[src/hw/rtl/mcam_pkg.sv]
// Shared types, constants and register codes for the multichannel audio mixer.
package mcam_pkg;

    // Fixed geometry
    localparam int NUM_CH     = 4;
    localparam int SAMPLE_W   = 16;
    localparam int GAIN_W     = 9;
    localparam int LEVEL_W    = 16;
    localparam int STEP_W     = 16;
    localparam int BLEN_W     = 13;
    localparam int BPOS_W     = 12;
    localparam int CFG_DATA_W = 36;
    localparam int CFG_IDX_W  = 3;
    localparam int ROUTE_W    = 2;
    localparam int FMT_W      = 2;
    localparam int DONE_W     = 4;

    // Datapath widths
    localparam int CM_W      = 17;                       // channel gain * master gain
    localparam int PROD_W    = 32;                       // magnitude * CM
    localparam int CONTRIB_W = 17;                       // signed scaled sample
    localparam int SUM_W     = CONTRIB_W + $clog2(NUM_CH) + 1;

    // Sequencing: 3 multiply stages, one sum stage per cell
    localparam int PIPE_LAST = NUM_CH + 3;
    localparam int CNT_W     = $clog2(PIPE_LAST + 1);

    // Fixed values
    localparam logic [LEVEL_W-1:0] FULL_LEVEL = 16'h8000;
    localparam logic [GAIN_W-1:0]  UNITY_GAIN = 9'd256;
    localparam logic [BLEN_W-1:0]  MAX_BLOCK  = 13'd4096;

    // Register reset values
    localparam logic [GAIN_W-1:0]     RST_MASTER_GAIN = 9'd256;
    localparam logic [CFG_DATA_W-1:0] RST_CH_GAINS    = 36'd34426978560;
    localparam logic [7:0]            RST_ROUTES      = 8'h00;
    localparam logic [7:0]            RST_FORMATS     = 8'hFF;
    localparam logic [STEP_W-1:0]     RST_FADE_STEP   = 16'd655;
    localparam logic [BLEN_W-1:0]     RST_BLOCK_LEN   = 13'd256;

    // Register indexes
    localparam logic [CFG_IDX_W-1:0] CFG_MASTER_GAIN = 3'd0;
    localparam logic [CFG_IDX_W-1:0] CFG_CH_GAINS    = 3'd1;
    localparam logic [CFG_IDX_W-1:0] CFG_ROUTES      = 3'd2;
    localparam logic [CFG_IDX_W-1:0] CFG_FORMATS     = 3'd3;
    localparam logic [CFG_IDX_W-1:0] CFG_FADE_STEP   = 3'd4;
    localparam logic [CFG_IDX_W-1:0] CFG_BLOCK_LEN   = 3'd5;

    // Route codes (stereo is anything else)
    localparam logic [ROUTE_W-1:0] RT_LEFT  = 2'd1;
    localparam logic [ROUTE_W-1:0] RT_RIGHT = 2'd2;

    // Format bits
    localparam int FMT_STEREO = 0;
    localparam int FMT_WIDE   = 1;

    typedef logic signed [SUM_W-1:0]     t_sum;
    typedef logic signed [CONTRIB_W-1:0] t_contrib;

    typedef struct packed {
        logic load;
        logic active;
        logic start;
        logic block_end;
    } t_cell_ctrl;

    typedef struct packed {
        logic [GAIN_W-1:0]  gain;
        logic [GAIN_W-1:0]  master;     // already limited to unity
        logic [ROUTE_W-1:0] route;
        logic [FMT_W-1:0]   fmt;
        logic [STEP_W-1:0]  fade_step;
    } t_cell_cfg;

endpackage

[src/hw/rtl/mcam_softclip.sv]
// Soft clip (excess over full scale divided by 8) followed by 16-bit saturation.
module mcam_softclip (
    input  mcam_pkg::t_sum                       i_sum,
    output logic signed [mcam_pkg::SAMPLE_W-1:0] o_sample
);

    localparam mcam_pkg::t_sum HI = mcam_pkg::t_sum'(32767);
    localparam mcam_pkg::t_sum LO = mcam_pkg::t_sum'(-32768);

    mcam_pkg::t_sum w_soft;

    always_comb begin
        w_soft = i_sum;
        if (i_sum > HI) begin
            w_soft = HI + ((i_sum - HI) >>> 3);
        end else if (i_sum < LO) begin
            w_soft = LO - ((LO - i_sum) >>> 3);
        end
        if (w_soft > HI) begin
            o_sample = HI[mcam_pkg::SAMPLE_W-1:0];
        end else if (w_soft < LO) begin
            o_sample = LO[mcam_pkg::SAMPLE_W-1:0];
        end else begin
            o_sample = w_soft[mcam_pkg::SAMPLE_W-1:0];
        end
    end

endmodule
[config.mk]
export PLATFORM = sky130hd
export DESIGN_NAME = mcam_softclip
export DESIGN_NICKNAME = d
export VERILOG_FILES = /design/src/hw/rtl/mcam_pkg.sv /design/src/hw/rtl/mcam_softclip.sv
export SDC_FILE = /design/constraint.sdc
export NUM_CORES = 1
export LEC_CHECK = 0
export BUFFER_PORTS_ARGS = -buffer_cell sky130_fd_sc_hd__buf_2
export CAP_MARGIN = 10
export CORE_UTILIZATION = 35
export DETAILED_ROUTE_END_ITERATION = 7
export SLEW_MARGIN = 40
export SYNTH_ARGS = -nofsm -noshare
export SYNTH_HDL_FRONTEND = slang
export SYNTH_SLANG_ARGS = --single-unit
[constraint.sdc]
create_clock -name vclk -period 6.57
set_clock_uncertainty 0.1 [all_clocks]
set_input_delay 0.9855 -clock vclk [all_inputs]
set_output_delay 0.9855 -clock vclk [all_outputs]
set_load 0.01 [all_outputs]
Word level (Yosys, flattened, before mapping)
Cells that the tools add are included.
{"block": "totals", "ff_bits": 0, "latch_bits": 0, "ram_bits": 0, "rom_bits": 0, "inputBits": 20, "word_cells": 12, "memories": 0}
{"block": "op_classes", "n_addsub": 4, "n_mul": 0, "div_mod_pow": 0, "order_cmp": 4, "n_eq_ne": 0, "n_shift": 0, "n_mux": 4, "bitwise_logic": 0, "n_reduce_logical": 0}
{"op": "$gt 20x16->1 const B", "n": 2}
{"op": "$lt 20x16->1 const B", "n": 2}
{"op": "$mux 20", "n": 2}
{"op": "$mux 16", "n": 2}
{"op": "$sub 16x20->20 const A", "n": 1}
{"op": "$sub 20x16->20 const B", "n": 1}
{"op": "$add 16x17->18 const A", "n": 1}
{"op": "$sub 16x17->18 const A", "n": 1}

Longest topological paths before layout
Gate-level depths: netlist of run 1.
{"block": "logic_depth", "ltp_word": 7, "ltp_mapped": 13, "ltp_nobuf": 10}

Worst setup path before layout of run 1
OpenSTA, ideal clock, no wires.
{"block": "synth_path", "kind": "input to output", "from": "in i_sum[0]", "to": "out o_sample[14] (netlist name)", "arrival_ns": 3.004, "required_ns": 5.484, "slack_ns": 2.480, "path_stages": 12, "path_cell_list": "and3_1 buf_2 nand2_1 xor2_1 ha_1 clkbuf_1 and2_1 a32oi_1 maj3_1 mux2i_1 a31oi_1 a41oi_1"}
{"block": "synth_between", "elab_chain_cells": 7}
{"element": "from (decl)", "line_no": "mcam_softclip.sv:3", "text": "input mcam_pkg::t_sum i_sum,"}
{"element": "$sub 16x20->20", "line_no": "mcam_softclip.sv:17", "text": "w_soft = LO - ((LO - i_sum) >>> 3);"}
{"element": "$sub 16x17->18", "line_no": "mcam_softclip.sv:17"}
{"element": "$mux 20", "line_no": "mcam_softclip.sv:16", "text": "end else if (i_sum < LO) begin"}
{"element": "$mux 20 *", "line_no": "mcam_softclip.sv:14", "text": "if (i_sum > HI) begin"}
{"element": "$lt 20x16->1", "line_no": "mcam_softclip.sv:21", "text": "end else if (w_soft < LO) begin"}
{"element": "$mux 16", "line_no": "mcam_softclip.sv:21"}
{"element": "$mux 16 *", "line_no": "mcam_softclip.sv:19", "text": "if (w_soft > HI) begin"}
{"element": "to (decl)", "line_no": "mcam_softclip.sv:4", "text": "output logic signed [mcam_pkg::SAMPLE_W-1:0] o_sample"}
Every way passes the cells marked *; elsewhere a longest branch is shown, timed or not.

Worst setup path after layout of run 1
{"block": "layout_path", "from": "in i_sum[1]", "to": "out o_sample[10] (netlist name)"}
The elaborated chain is that of the path after synthesis.

==> impl_metrics.ini, run 1 <==
[timing]
tightest_slew_ns = 0.846
drv_slew = 0
max_freq_mhz = 208
fin_crit_sh_pct = 73.2
final.min_clock_period_ns = 4.81
rsz0062_at_grt = no
setup_viol = 0
finalSetupTns_ns = 0
hold_viol_final = 0
relSlewSlack_pct = 43.5

[power_and_ir_drop]
seq_power_share_pct = 0
power.switching_w = 0.0000701
swShare_pct = 63.4
powerDensity_nw_per_um2 = 62.5
p_leak_nw = 0.604
combinationalPowerShare_pct = 100.0
total_power_w = 0.000110
peakVddDrop_uv = 21.4
intPower_w = 0.0000404
pwr-share-clk_pct = 0

[synth]
synth_top_area_cell = xnor2_1
synth_warnings = 0
yosysTopAreaCellShare_pct = 6.40
synth_area_leaders = xnor2_1 6.4%, nor2_1 5.3%, nand2_1 4.8%, o31ai_1 3.7%, o21ai_0 3.0%
syn_inst = 248
synth_nets = 270
avgSynthCellArea_um2 = 6.62
ys_types = 69
syn_area_um2 = 1640
ys_seq_area_share_pct = 0

[cells_and_area]
clkbuf_count = 0
finalInstanceArea_um2 = 1770
area_growth_pct = 7.70
layout_common_cells = 36 x buf_2, 23 x nor2_1, 21 x nand2_1
instances_no_fill = 314
layout_commonest_cell = buf_2
final_net_count = 286
register_area_um2 = 0
fillers = 500
num_antenna_cells = 0
final_layout_size_suffix_gt1_share_pct = 21.4
flops_and_latches = 0

[placed_design]
port_buffers = 36
dpl-instance-area_um2 = 1770
gp_congestion = 0.888
dpl.hpwl_um = 4000
dpl.cell_count = 314

[detailed_routing]
drt_first_pass_iters = 8
routed_wl_um = 5390
wl_per_cell_um = 17.1
drtIter0Drc = 234
ant_nets = 0
vias_per_cell = 6.55
drc_errors = 6
vias = 2057

[grt]
grtUsageMet1_pct = 33.4
grt_pass1_wl_um = 8970
first_global_vias = 1768
busiest_layer = met2
gr-total-overflow = 0
antenna_found_initial = 0
use_met2_pct = 35.0
track_usage_pct = 21.9
grt_use_met3_pct = 0.866
grt_max_degree = 19

[min_path]
min_path_type = in -> out

[die]
core_um2 = 4440
initial_core_util_pct = 36.9
dieWidth_um = 70.5
std_cell_rows = 24
ios = 36
die_area_um2 = 4970
dieHeight_um = 70.5

[worst_setup_path]
crit_type = in -> out
worst_ep_arrival_time_ns = 3.73
critPathCaptureType = output pin
start_kind = input port
cp.required_ns = 5.48
crit_fanout = 15

[status]
outcome = complete, but fails checks
violations = design-rule violations

[cts]
cts_setup_buffers = 0
cts_hold_buf = 0
ctsResizeCount = 0

[run]
drv_cap = 0
## stage by stage
stage                     utilization (%)  setup slack (ns)  hold slack [ns]
final                                39.8              1.76             2.17
after global placement               39.8              1.82             2.16
after CTS                            39.8              1.79             2.16
after global routing                 39.8              1.58             2.17
after floorplan                         -              2.48             2.06
after detailed placement             39.8              1.80             2.16
## layout make-up
cell class	instances	area [um^2]	area share [%]
repair buffers	38	195	11.0
multi-input cells	219	1490	84.2
well taps	52	65.1	3.68
inverters	5	18.8	1.06
## cell families after synthesis
group                      count (synthesis)  synth area share, %
and+or+nand+nor                          106                 36.5
AOI/OAI and AO/OA                         91                 41.8
buffers and inverters                     29                 9.30
xor gates and xnor gates                  17                 9.07
adders and majority gates                  3                 2.13
muxes                                      2                 1.22
## power groups by stage
stage	Sequential, W	Clock [W]	Combinational (W)
finish	0	0	0.000110
detailed placement	0	0	0.000109
global route	0	0	0.000120
floorplan	0	0	0.0000800
global placement	0	0	0.000109
CTS	0	0	0.000109
## synthesized netlist by cell type (all sizes together) (2+ instances only)
library cell and number:
xor2 5, inv 5, clkbuf 10, ha 2, a32oi 4, o221ai 2, o211ai 6, or2 3
nor2 25, nor3b 2, o41ai 2, nor3 9, nor4 8, nand4 6, a2111oi 2, a41oi 3
o21a 3, or3 6, a221oi 2, a31oi 4, nand2 22, and3 3, nand2b 2, a211oi 3
buf 14, o21ai 20, o31ai 9, a22oi 4, o22ai 6, and2 4, xnor2 12, o22a 3
a21oi 9, mux2i 2, nand3 9
## worst max-delay path, cell delays in order
cell and delay, ns:
buf_2 0.13, or3_1 0.46, o21ai_0 0.18, nand2_1 0.08, ha_1 0.29, o21ai_1 0.30
nor2_1 0.12, a31oi_2 0.72, a2111o_1 0.18, o211ai_1 0.08, buf_2 0.18
## metal layers
layer  share of wire, %  wire, um
met1                 47      2510
met2                 45      2430
met3                7.8       418
met4               0.46        25
met5                  0         0
## path summary, 6_finish.rpt
path,from,endpoint,slack [ns],cells after the start
worst max-delay path,i_sum[1],o_sample[10],1.76,11
worst min-delay path,i_sum[19],o_sample[15],2.17,2
Note: power is estimated with default switching activity, not from simulation.
==> inputs of run 2 (changes only) <==
==> constraint.sdc (replaced) <==
create_clock -name vclk -period 4.53
set_clock_uncertainty 0.1 [all_clocks]
set_input_delay 0.6795 -clock vclk [all_inputs]
set_output_delay 0.6795 -clock vclk [all_outputs]
set_load 0.01 [all_outputs]
==> impl_metrics.ini, run 2 (same netlist as run 1, synthesis figures left out) <==
[die]
dieHeight_um = 70.5
core_um2 = 4440
die_area_um2 = 4970
initial_core_util_pct = 36.9
dieWidth_um = 70.5
ios = 36
std_cell_rows = 24

[timing]
fin_ws_ns = 0.573
hold_viol_final = 0
relSlewSlack_pct = 63.0
fin_crit_sh_pct = 87.4
final.min_clock_period_ns = 3.96
setup_viol = 0
timing.hold.ws_ns = 1.56
finalSetupTns_ns = 0
drv_slew = 0
rsz0062_at_grt = no
tightest_slew_ns = 0.550
max_freq_mhz = 253

[worst_setup_path]
crit_fanout = 15
cp.required_ns = 3.75
cp_cell_sequence = buf_2 -> and3_1 -> nand2_1 -> xor2_1 -> ha_1 -> and2_1 -> a32oi_1 -> inv_1 -> a31oi_1 -> o21ai_2 -> buf_4 -> a41oi_1 -> buf_2
start_kind = input port
critPathBufInv = 4
slowest_stage = ha_1
worstSetupStartpoint = i_sum[2]
crit_family = compound AO/OA/AOI/OAI gates
critical-path-top-cell-by-count = buf_2
worst_ep_arrival_time_ns = 3.18
max_stage_delay_ns = 0.32
crit_type = in -> out
critPathCaptureType = output pin

[min_path]
min_path_type = in -> out
whs_path_depth = 2
holdPathEnd = o_sample[15]
hold_start = i_sum[19]

[cells_and_area]
layout_commonest_cell = buf_2
area_growth_pct = 9.07
register_area_um2 = 0
multiInputGateArea_um2 = 1490
instances_no_fill = 317
fillers = 504
flops_and_latches = 0
layout_common_cells = 36 x buf_2, 23 x nor2_1, 21 x nand2_1
final_net_count = 289
clkbuf_count = 0
num_antenna_cells = 0
final_layout_size_suffix_gt1_share_pct = 22.3

[cts]
cts_hold_buf = 0
cts_setup_buffers = 0
ctsResizeCount = 0

[status]
violations = design-rule violations
outcome = complete, but fails checks

[placed_design]
gp_congestion = 0.961
port_buffers = 36
post-place-ws_ns = 0.577
dpl.cell_count = 317
dpl.hpwl_um = 4150

[detailed_routing]
routed_wl_um = 5510
drtIter0Drc = 188
ant_nets = 0
wl_per_cell_um = 17.4
drc_errors = 6
vias = 2034
drt_first_pass_iters = 7
vias_per_cell = 6.42

[grt]
first_global_vias = 1828
gr-total-overflow = 0
grt_max_degree = 19
grt_pass1_wl_um = 9140
track_usage_pct = 22.2
antenna_found_initial = 0

[power_and_ir_drop]
powerDensity_nw_per_um2 = 91.2
peakVddDrop_uv = 32.7
p_leak_nw = 0.618
total_power_w = 0.000163

[run]
drv_cap = 0
run 2: cell types whose count changed in the layout (fill, tap and decap cells not counted):
cell and change:
buf_4 +3
run 2: routing by layer:
layer / global-route usage, % / wire length, um / vias up
met5: 0 / 0 / -
met4: 2.95 / 11 / 0
met3: 2.02 / 541 / 2
met2: 35.7 / 2460 / 89
met1: 32.5 / 2490 / 938
li1: - / - / 1005
run 2: how the worst max path moves through the flow:
stage | endpoint | slack, ns | depth (start not counted)
after CTS | o_sample[14] | 0.56 | 13
after floorplan | o_sample[14] | 1.05 | 12
final | o_sample[14] | 0.57 | 13
after global routing | o_sample[14] | 0.37 | 13
after global placement | o_sample[14] | 0.59 | 13
after detailed placement | o_sample[14] | 0.58 | 13
run 2: power by group:
group | total [W] | internal [W] | switching [W]
combinational | 0.000163 | 0.0000605 | 0.000103
clock | 0 | 0 | 0
sequential | 0 | 0 | 0
run 2: per-stage QoR:
stage          instance area [um^2]  utilization (%)
6_report                       1790             40.3
4_1_cts                        1790             40.3
5_1_grt                        1790             40.3
2_1_floorplan                  1640                -
3_5_place_dp                   1790             40.3
3_3_place_gp                   1790             40.3
run 2: cell type report:
cell class / instances / share of cell area [%]
multi-input cells: 219 / 83.2
repair buffers: 41 / 12.2
well taps: 52 / 3.63
inverters: 5 / 1.05
