`src/hw/rtl/mcam_pkg.sv`:
```
// Shared types, constants and register codes for the multichannel audio mixer.
package mcam_pkg;

    // Fixed geometry
    localparam int NUM_CH     = 4;
    localparam int SAMPLE_W   = 16;
    localparam int GAIN_W     = 9;
    localparam int LEVEL_W    = 16;
    localparam int STEP_W     = 16;
    localparam int BLEN_W     = 13;
    localparam int BPOS_W     = 12;
    localparam int CFG_DATA_W = 36;
    localparam int CFG_IDX_W  = 3;
    localparam int ROUTE_W    = 2;
    localparam int FMT_W      = 2;
    localparam int DONE_W     = 4;

    // Datapath widths
    localparam int CM_W      = 17;                       // channel gain * master gain
    localparam int PROD_W    = 32;                       // magnitude * CM
    localparam int CONTRIB_W = 17;                       // signed scaled sample
    localparam int SUM_W     = CONTRIB_W + $clog2(NUM_CH) + 1;

    // Sequencing: 3 multiply stages, one sum stage per cell
    localparam int PIPE_LAST = NUM_CH + 3;
    localparam int CNT_W     = $clog2(PIPE_LAST + 1);

    // Fixed values
    localparam logic [LEVEL_W-1:0] FULL_LEVEL = 16'h8000;
    localparam logic [GAIN_W-1:0]  UNITY_GAIN = 9'd256;
    localparam logic [BLEN_W-1:0]  MAX_BLOCK  = 13'd4096;

    // Register reset values
    localparam logic [GAIN_W-1:0]     RST_MASTER_GAIN = 9'd256;
    localparam logic [CFG_DATA_W-1:0] RST_CH_GAINS    = 36'd34426978560;
    localparam logic [7:0]            RST_ROUTES      = 8'h00;
    localparam logic [7:0]            RST_FORMATS     = 8'hFF;
    localparam logic [STEP_W-1:0]     RST_FADE_STEP   = 16'd655;
    localparam logic [BLEN_W-1:0]     RST_BLOCK_LEN   = 13'd256;

    // Register indexes
    localparam logic [CFG_IDX_W-1:0] CFG_MASTER_GAIN = 3'd0;
    localparam logic [CFG_IDX_W-1:0] CFG_CH_GAINS    = 3'd1;
    localparam logic [CFG_IDX_W-1:0] CFG_ROUTES      = 3'd2;
    localparam logic [CFG_IDX_W-1:0] CFG_FORMATS     = 3'd3;
    localparam logic [CFG_IDX_W-1:0] CFG_FADE_STEP   = 3'd4;
    localparam logic [CFG_IDX_W-1:0] CFG_BLOCK_LEN   = 3'd5;

    // Route codes (stereo is anything else)
    localparam logic [ROUTE_W-1:0] RT_LEFT  = 2'd1;
    localparam logic [ROUTE_W-1:0] RT_RIGHT = 2'd2;

    // Format bits
    localparam int FMT_STEREO = 0;
    localparam int FMT_WIDE   = 1;

    typedef logic signed [SUM_W-1:0]     t_sum;
    typedef logic signed [CONTRIB_W-1:0] t_contrib;

    typedef struct packed {
        logic load;
        logic active;
        logic start;
        logic block_end;
    } t_cell_ctrl;

    typedef struct packed {
        logic [GAIN_W-1:0]  gain;
        logic [GAIN_W-1:0]  master;     // already limited to unity
        logic [ROUTE_W-1:0] route;
        logic [FMT_W-1:0]   fmt;
        logic [STEP_W-1:0]  fade_step;
    } t_cell_cfg;

endpackage

```
`src/hw/rtl/mcam_cell.sv`:
```
// One mixer channel cell: fade state, decode, scale and running-sum stage.
module mcam_cell (
    input  logic                                 i_clk,
    input  logic                                 i_rst_n,
    input  mcam_pkg::t_cell_ctrl                 i_ctrl,
    input  mcam_pkg::t_cell_cfg                  i_cfg,
    input  logic [mcam_pkg::SAMPLE_W-1:0]        i_first,
    input  logic [mcam_pkg::SAMPLE_W-1:0]        i_second,
    input  mcam_pkg::t_sum                       i_sum_l,
    input  mcam_pkg::t_sum                       i_sum_r,
    output mcam_pkg::t_sum                       o_sum_l,
    output mcam_pkg::t_sum                       o_sum_r,
    output logic                                 o_done
);

    function automatic logic signed [mcam_pkg::SAMPLE_W-1:0] decode(
        input logic [mcam_pkg::SAMPLE_W-1:0] raw,
        input logic                          wide
    );
        if (wide) begin
            return $signed(raw);
        end
        // (byte - 128) * 256
        return $signed({~raw[7], raw[6:0], 8'h00});
    endfunction

    // Fade state
    logic                              r_fade_act, n_fade_act;
    logic [mcam_pkg::LEVEL_W-1:0]      r_fade_lev, n_fade_lev;

    // Per-request capture
    logic [mcam_pkg::SAMPLE_W-1:0]     r_first, r_second;
    logic                              r_active;
    logic                              r_done, n_done;
    logic [mcam_pkg::LEVEL_W-1:0]      r_use_lev, n_use_lev;

    // Fade update
    logic                              w_start_now, w_act_now;
    logic [mcam_pkg::LEVEL_W-1:0]      w_lev_now, w_dec;

    // Stage 1
    logic signed [mcam_pkg::SAMPLE_W-1:0] w_sl, w_sr;
    logic [mcam_pkg::SAMPLE_W-1:0]     w_mag_l, w_mag_r;
    logic [mcam_pkg::GAIN_W-1:0]       w_cg;
    logic [mcam_pkg::CM_W-1:0]         w_cm;
    logic [mcam_pkg::SAMPLE_W-1:0]     r_mag_l, r_mag_r;
    logic                              r_neg1_l, r_neg1_r;
    logic [mcam_pkg::CM_W-1:0]         r_cm;

    // Stage 2
    logic [mcam_pkg::PROD_W:0]         w_p_l, w_p_r;
    logic [mcam_pkg::PROD_W-1:0]       r_p_l, r_p_r;
    logic                              r_neg2_l, r_neg2_r;

    // Stage 3
    logic [47:0]                       w_q_l, w_q_r;
    mcam_pkg::t_contrib                w_cq_l, w_cq_r;
    logic                              w_en_l, w_en_r;
    mcam_pkg::t_contrib                r_c_l, r_c_r;

    // Sum stage
    mcam_pkg::t_sum                    r_sum_l, r_sum_r;

    // Fade bookkeeping done at load time
    always_comb begin
        w_start_now = i_ctrl.active & i_ctrl.start;
        w_act_now   = r_fade_act | w_start_now;
        w_lev_now   = w_start_now ? mcam_pkg::FULL_LEVEL : r_fade_lev;
        n_use_lev   = w_act_now ? w_lev_now : mcam_pkg::FULL_LEVEL;
        w_dec       = (w_lev_now > i_cfg.fade_step) ? (w_lev_now - i_cfg.fade_step) : '0;
        n_fade_act  = w_act_now;
        n_fade_lev  = w_lev_now;
        n_done      = 1'b0;
        if (i_ctrl.block_end && w_act_now) begin
            if (w_dec == '0) begin
                n_done     = 1'b1;
                n_fade_act = 1'b0;
                n_fade_lev = mcam_pkg::FULL_LEVEL;
            end else begin
                n_fade_lev = w_dec;
            end
        end
    end

    always_ff @(posedge i_clk) begin
        if (!i_rst_n) begin
            r_fade_act <= 1'b0;
            r_fade_lev <= mcam_pkg::FULL_LEVEL;
        end else if (i_ctrl.load) begin
            r_fade_act <= n_fade_act;
            r_fade_lev <= n_fade_lev;
        end
    end

    always_ff @(posedge i_clk) begin
        if (i_ctrl.load) begin
            r_first   <= i_first;
            r_second  <= i_second;
            r_active  <= i_ctrl.active;
            r_done    <= n_done;
            r_use_lev <= n_use_lev;
        end
    end

    // Stage 1: decode, magnitude, gain product
    always_comb begin
        w_sl    = decode(r_first, i_cfg.fmt[mcam_pkg::FMT_WIDE]);
        w_sr    = i_cfg.fmt[mcam_pkg::FMT_STEREO] ?
                  decode(r_second, i_cfg.fmt[mcam_pkg::FMT_WIDE]) : w_sl;
        w_mag_l = w_sl[mcam_pkg::SAMPLE_W-1] ? mcam_pkg::SAMPLE_W'(-w_sl)
                                             : mcam_pkg::SAMPLE_W'(w_sl);
        w_mag_r = w_sr[mcam_pkg::SAMPLE_W-1] ? mcam_pkg::SAMPLE_W'(-w_sr)
                                             : mcam_pkg::SAMPLE_W'(w_sr);
        w_cg    = (i_cfg.gain > mcam_pkg::UNITY_GAIN) ? mcam_pkg::UNITY_GAIN : i_cfg.gain;
        w_cm    = mcam_pkg::CM_W'(w_cg) * mcam_pkg::CM_W'(i_cfg.master);
    end

    always_ff @(posedge i_clk) begin
        r_mag_l  <= w_mag_l;
        r_mag_r  <= w_mag_r;
        r_neg1_l <= w_sl[mcam_pkg::SAMPLE_W-1];
        r_neg1_r <= w_sr[mcam_pkg::SAMPLE_W-1];
        r_cm     <= w_cm;
    end

    // Stage 2: magnitude * (channel gain * master gain), max 2^31
    assign w_p_l = (mcam_pkg::PROD_W+1)'(r_mag_l) * (mcam_pkg::PROD_W+1)'(r_cm);
    assign w_p_r = (mcam_pkg::PROD_W+1)'(r_mag_r) * (mcam_pkg::PROD_W+1)'(r_cm);

    always_ff @(posedge i_clk) begin
        r_p_l    <= w_p_l[mcam_pkg::PROD_W-1:0];
        r_p_r    <= w_p_r[mcam_pkg::PROD_W-1:0];
        r_neg2_l <= r_neg1_l;
        r_neg2_r <= r_neg1_r;
    end

    // Stage 3: times fade level, drop Q31 fraction, restore sign
    always_comb begin
        w_q_l  = 48'(r_p_l) * 48'(r_use_lev);
        w_q_r  = 48'(r_p_r) * 48'(r_use_lev);
        w_cq_l = $signed({1'b0, w_q_l[46:31]});
        w_cq_r = $signed({1'b0, w_q_r[46:31]});
        w_en_l = r_active & (i_cfg.route != mcam_pkg::RT_RIGHT);
        w_en_r = r_active & (i_cfg.route != mcam_pkg::RT_LEFT);
    end

    always_ff @(posedge i_clk) begin
        r_c_l <= w_en_l ? (r_neg2_l ? -w_cq_l : w_cq_l) : '0;
        r_c_r <= w_en_r ? (r_neg2_r ? -w_cq_r : w_cq_r) : '0;
    end

    // Running sum handed to the next cell
    always_ff @(posedge i_clk) begin
        r_sum_l <= i_sum_l + $signed({{(mcam_pkg::SUM_W-mcam_pkg::CONTRIB_W){r_c_l[mcam_pkg::CONTRIB_W-1]}},
                                      r_c_l});
        r_sum_r <= i_sum_r + $signed({{(mcam_pkg::SUM_W-mcam_pkg::CONTRIB_W){r_c_r[mcam_pkg::CONTRIB_W-1]}},
                                      r_c_r});
    end

    assign o_sum_l = r_sum_l;
    assign o_sum_r = r_sum_r;
    assign o_done  = r_done;

endmodule

```
`config.mk`:
```
export PLATFORM = sky130hd
export DESIGN_NAME = mcam_cell
export DESIGN_NICKNAME = d
export VERILOG_FILES = /design/src/hw/rtl/mcam_pkg.sv /design/src/hw/rtl/mcam_cell.sv
export SDC_FILE = /design/constraint.sdc
export NUM_CORES = 2
export LEC_CHECK = 0
export BUFFER_PORTS_ARGS = -buffer_cell sky130_fd_sc_hd__buf_2
export CAP_MARGIN = 20
export CORE_UTILIZATION = 45
export CTS_CLUSTER_SIZE = 25
export DETAILED_ROUTE_END_ITERATION = 8
export PLACE_DENSITY = 0.65
export SYNTH_ARGS = -nofsm -noshare
export SYNTH_HDL_FRONTEND = slang
export SYNTH_SLANG_ARGS = --single-unit
export TNS_END_PERCENT = 100
```
`constraint.sdc`:
```
create_clock -name i_clk -period 10.2 [get_ports i_clk]
set_clock_uncertainty 0.05 [all_clocks]
set_input_delay 1.02 -clock i_clk [delete_from_list [all_inputs] [get_ports i_clk]]
set_output_delay 1.02 -clock i_clk [all_outputs]
set_load 0.01 [all_outputs]
```
After elaboration in Yosys (flattened, before gate mapping)
Index checks and enable logic that the tools add are counted.
{"block": "op_classes", "multipliers": 5, "add_sub_neg": 7, "bitwise_logic": 6, "eq_ne": 2, "n_reduce_logical": 4, "mux": 18, "n_lt_le_gt_ge": 2}
{"cell": "16-bit two-way mux", "n": 11}
{"cell": "32-bit by 16-bit multiplier with 47-bit output", "n": 2}
{"cell": "16-bit by 17-bit multiplier with 32-bit output", "n": 2}
{"cell": "20-bit by 17-bit adder with 20-bit output", "n": 2}
{"cell": "16-bit negation with 17-bit output", "n": 2}
{"cell": "16-bit negation", "n": 2}
{"cell": "15-bit two-way mux", "n": 2}
{"cell": "9-bit by 9-bit multiplier with 17-bit output", "n": 1}
{"cell": "16-bit greater-than comparator", "n": 1}
{"cell": "16-bit logical NOT", "n": 1}
{"cell": "16-bit subtractor", "n": 1}
{"cell": "9-bit greater-than comparator, second input constant", "n": 1}
{"cell": "9-bit two-way mux", "n": 1}
{"cell": "1-bit two-way mux", "n": 4}
{"cell": "2-bit AND reduction", "n": 2}
{"cell": "1-bit bitwise AND", "n": 3}
{"cell": "2-bit by 1-bit != test with 1-bit output, second input constant", "n": 1}
{"cell": "2-bit != test, second input constant", "n": 1}
{"cell": "1-bit inverter", "n": 2}
{"cell": "1-bit logical AND", "n": 1}
{"cell": "1-bit OR", "n": 1}
{"block": "totals", "register_bits": 258, "output_inout_bits": 41}

Longest topological paths before layout
{"block": "logic_depth", "depth_word": 7, "ltp_mapped": 30, "mapped_depth_nobuf": 28}

Worst setup path after synthesis
No wires, ideal clock.
{"block": "synth_path", "kind": "flip-flop to flip-flop", "startpoint": "register r_use_lev[7] (netlist name)", "endpoint": "register r_c_l[7]", "n_path_buf": 2, "arrival_time_ns": 6.960, "setup_slack_ns": 3.063, "stages_incl_launch_ff": 28, "setup_time_ns": 0.128, "period_less_slack_ns": 7.137, "cell_sequence": "edfxtp_1 clkbuf_1 clkbuf_1 nand2_1 fa_1 inv_1 fa_1 inv_1 fa_1 inv_1 fa_1 fa_1 inv_1 fa_1 inv_1 ha_1 a2111oi_0 o21ai_0 o2111ai_1 o31ai_1 o211a_1 o311ai_2 nand2b_1 or4b_4 or3_1 a41oi_2 xor2_1 nor2_1"}
{"block": "synth_via", "elab_chain_cells": 3}
{"item": "start: declaration", "line_no": "mcam_cell.sv:35", "rtl": "logic [mcam_pkg::LEVEL_W-1:0] r_use_lev, n_use_lev;"}
{"item": "start signal: assignment", "line_no": "mcam_cell.sv:101", "rtl": "r_use_lev <= n_use_lev;"}
{"item": "32-bit by 16-bit multiplier with 47-bit output *", "line_no": "mcam_cell.sv:139", "rtl": "w_q_l = 48'(r_p_l) * 48'(r_use_lev);"}
{"item": "16-bit negation with 17-bit output", "line_no": "mcam_cell.sv:148", "rtl": "r_c_l <= w_en_l ? (r_neg2_l ? -w_cq_l : w_cq_l) : '0;"}
{"item": "16-bit two-way mux *", "line_no": "mcam_cell.sv:148"}
{"item": "end signal: assignment", "line_no": "mcam_cell.sv:148"}
{"item": "end: declaration", "line_no": "mcam_cell.sv:59", "rtl": "mcam_pkg::t_contrib r_c_l, r_c_r;"}
Every way passes the cells marked *; elsewhere a longest branch is shown, timed or not.
A chain may end at the register's enable or synchronous reset.

Worst setup path after layout
{"block": "layout_path", "startpoint": "register r_use_lev[7] (netlist name)", "endpoint": "register r_c_r[9]"}
{"block": "layout_via", "elab_chain_cells": 3}
{"item": "32-bit by 16-bit multiplier with 47-bit output *", "line_no": "mcam_cell.sv:140", "rtl": "w_q_r = 48'(r_p_r) * 48'(r_use_lev);"}
{"item": "16-bit negation with 17-bit output", "line_no": "mcam_cell.sv:149", "rtl": "r_c_r <= w_en_r ? (r_neg2_r ? -w_cq_r : w_cq_r) : '0;"}
{"item": "16-bit two-way mux *", "line_no": "mcam_cell.sv:149"}
{"item": "end signal: assignment", "line_no": "mcam_cell.sv:149"}
{"item": "end: declaration", "line_no": "mcam_cell.sv:59"}
Marks and branches as above.

==> qor.csv <==
stage;metric;value;unit
place;hpwl dp;115000;um
grt;initial antenna violation count;3;
die;Die Y;370;um
timing;Final WS setup;1.45;ns
routing;wire per inst;17.5;um
run;max-cap viol count;0;
worst_setup_path;crit start category;flip-flop;
die;# IOs;157;
finish;final instance area;64500;sq um
routing;Vias;44700;
yosys;top cells by area, synth;fa_1 43%, ha_1 11%, inv_1 9.2%, nand2_1 7.1%, dfxtp_1 6.8%;
yosys;Yosys reg bits;258;
worst_hold_path;Hold Crit Class;reg2reg;
grt;global-route wire length before repair;253000;um
worst_setup_path;WS Path Type;reg2reg;
yosys;Net Count, Synth;8809;
place;GPL Wtd Cong;0.874;
yosys;Ys Warns;0;
place;PortBufs;156;
clocking;clock latency on the worst-skew pair;0.64;ns
clocking;Hold-fix buffers, CTS;0;
yosys;number of enable flip-flop cells after synthesis;50;
clocking;post-CTS setup buffers;0;
grt;GRT overflow;0;
timing;setup tns final;0;ns
die;core area;134000;sq um
routing;Via-to-Cell Ratio;5.21;
timing;Pins Over Slew Limit;0;
status;status;complete, no violations;
timing;hold_ws;0.393;ns
finish;Ant. Diodes;0;
worst_setup_path;CP max FO;32;
yosys;Yosys top cell area share;42.5;%
timing;unrepaired setup endpoints after global routing;false;
place;Setup WS pre-CTS;1.63;ns
yosys;Post-Syn Instances;6873;
die;die footprint;137000;sq um
timing;Max transition margin;23.4;%
routing;DR DRC count;0;
worst_setup_path;Critical Path End Type;flip-flop;
finish;fill cell count;12800;
yosys;cell area after synthesis;61100;sq um
place;DP Area;63300;sq um
timing;fin crit share;85.8;%
worst_setup_path;worst path required time;10.64;ns
clocking;post-cts sizing count;0;
timing;endpoints failing setup;0;
clocking;CTS tree;yes;
yosys;Synth area leader;fa_1;
die;row count;134;
timing;fin crit period;8.75;ns
timing;worst-margin pin slew;1.15;ns
yosys;Primary FF master, synth;dfxtp_1;
clocking;CTS Root Cell;clkbuf_16;
yosys;Synth cell types;81;
grt;number of global-route vias before repair;48700;
clocking;CTS buffer count;36;
die;die span in x;370;um
clocking;CTS Sinks;258;
grt;All-Layer GR Usage;23.0;%
die;initial core utilization;45.5;%
yosys;Seq/Total Area, Yosys;9.27;%
grt;largest net degree at the start of global routing;65;
finish;layout cells sized above 1;4.38;%
yosys;Avg Cell Area, Syn;8.89;sq um
worst_setup_path;crit path DAT;9.19;ns
yosys;Async S/R FF share, synth;0;%
finish;NumNets Final;8735;
routing;Post-Route WL;150000;um
routing;post-route ant nets;0;
timing;fmax;114;MHz
routing;Initial DRC Count;2629;
clocking;clk buf depth;3;
finish;area added between synthesis and finish;5.54;%
clocking;clock-pin slew on the worst setup and hold paths;0.06;ns
clocking;CTS H-Tree Depth;2;
timing;endpoints failing hold;0;
routing;DRT Pass-1 Iters;5;
==> cell usage after synthesis (all sizes together) (22+ instances only) <==
| master | number |
|---|---|
| a21o | 64 |
| a21oi | 153 |
| and2 | 654 |
| and3 | 39 |
| clkbuf | 306 |
| dfxtp | 208 |
| edfxtp | 50 |
| fa | 1298 |
| ha | 522 |
| inv | 1492 |
| mux2i | 23 |
| nand2 | 1162 |
| nand2b | 25 |
| nand3 | 43 |
| nor2 | 153 |
| nor2b | 38 |
| nor3 | 42 |
| o21a | 23 |
| o21ai | 93 |
| o21bai | 22 |
| xnor2 | 137 |
| xor2 | 59 |
==> routing by layer <==
metal	up-vias	part of all wire [%]	track usage, %
met5	-	0	0
met4	0	2.7	6.45
met3	231	7.4	3.61
met2	1490	47	38.8
met1	22700	43	30.5
li1	20300	-	-
==> cell type report <==
| cell class | count | area [sq um] | area share [%] |
|---|---|---|---|
| Clock inverter | 16 | 208 | 0.322 |
| Timing Repair Buffer | 204 | 1150 | 1.79 |
| Clock buffer | 49 | 1000 | 1.55 |
| Sequential cell | 258 | 5670 | 8.79 |
| Inverter | 1495 | 5610 | 8.70 |
| Multi-Input combinational cell | 4804 | 48600 | 75.4 |
| Tap cell | 1768 | 2210 | 3.43 |
==> metrics by stage <==
stage / utilization [%] / std cells
2_1_floorplan: - / 6873
3_3_place_gp: 47.2 / 8529
3_5_place_dp: 47.2 / 8529
4_1_cts: 48.1 / 8594
5_1_grt: 48.1 / 8594
6_report: 48.1 / 8594
==> worst paths after layout <==
kind,startpoint,to,slack (ns),cells after the start
worst min register to register,r_c_l[0]$_SDFF_PN0_,o_sum_l[0]$_DFF_P_,0.39,1
worst max register to register,r_use_lev[7]$_SDFFCE_PN0P_,r_c_r[9]$_SDFF_PN0_,1.45,26
worst max-delay path,r_use_lev[7]$_SDFFCE_PN0P_,r_c_r[9]$_SDFF_PN0_,1.45,26
worst min-delay path,r_c_l[0]$_SDFF_PN0_,o_sum_l[0]$_DFF_P_,0.39,1
==> critical path: stages, from the launching register on <==
cell	delay [ns]
edfxtp_1	1.09
buf_4	0.56
nand2_1	0.15
fa_1	0.56
inv_1	0.05
fa_1	0.51
inv_1	0.06
fa_1	0.53
inv_1	0.05
fa_1	0.45
fa_1	0.49
inv_1	0.05
fa_1	0.48
inv_1	0.04
ha_1	0.29
nand3_1	0.10
nor2_1	0.20
nand2_1	0.11
nor4_1	0.23
o221ai_1	0.32
a21oi_2	0.43
and3_1	0.23
o32ai_1	0.18
or4b_1	0.68
mux2i_1	0.17
or3_1	0.34
and3_1	0.18
==> state kept, by name, indices dropped and copies added (netlist names), 17 cells and up <==
signal,cells
r_c_l,17
o_sum_l,20
o_sum_r,20
r_c_r,17
r_cm,17
r_p_l,32
r_p_r,32
==> kinds of logic (layout without fill, tap and decap cells) <==
logic type | Yosys count | count (layout) | share of synthesized area (%)
AO/OA/AOI/OAI | 519 | 519 | 5.56
XOR/XNOR | 196 | 196 | 2.81
adder cells (fa/ha/maj) | 1820 | 1820 | 53.2
buffers and inverters | 1811 | 1764 | 11.1
flip-flops | 258 | 258 | 9.27
multiplexers | 33 | 33 | 0.561
AND/OR/NAND/NOR | 2236 | 2236 | 17.4
==> cells in the final DEF (no fill, tap or decap), drive strengths merged, types with 8 or more instances in the layout <==
| master | instances |
|---|---|
| nand3 | 43 |
| and2 | 654 |
| ha | 522 |
| a21boi | 19 |
| o21ai | 93 |
| clkinv | 10 |
| xnor2 | 137 |
| a22oi | 13 |
| a211oi | 16 |
| edfxtp | 50 |
| o21a | 23 |
| nor3 | 42 |
| o31ai | 14 |
| or2 | 12 |
| a21o | 64 |
| buf | 204 |
| a31oi | 19 |
| nand2 | 1162 |
| dfxtp | 208 |
| xor2 | 59 |
| inv | 1498 |
| mux2i | 23 |
| and3 | 39 |
| nor2 | 153 |
| or3 | 12 |
| nor4 | 12 |
| clkbuf | 49 |
| fa | 1298 |
| nand2b | 25 |
| a21oi | 153 |
| o21bai | 22 |
| o211ai | 8 |
| nand4 | 19 |
| mux2 | 10 |
| o311ai | 11 |
| nor2b | 38 |
Power is not shown: default switching activity piles up to over one toggle a cycle in this logic, so the estimate is an artifact.
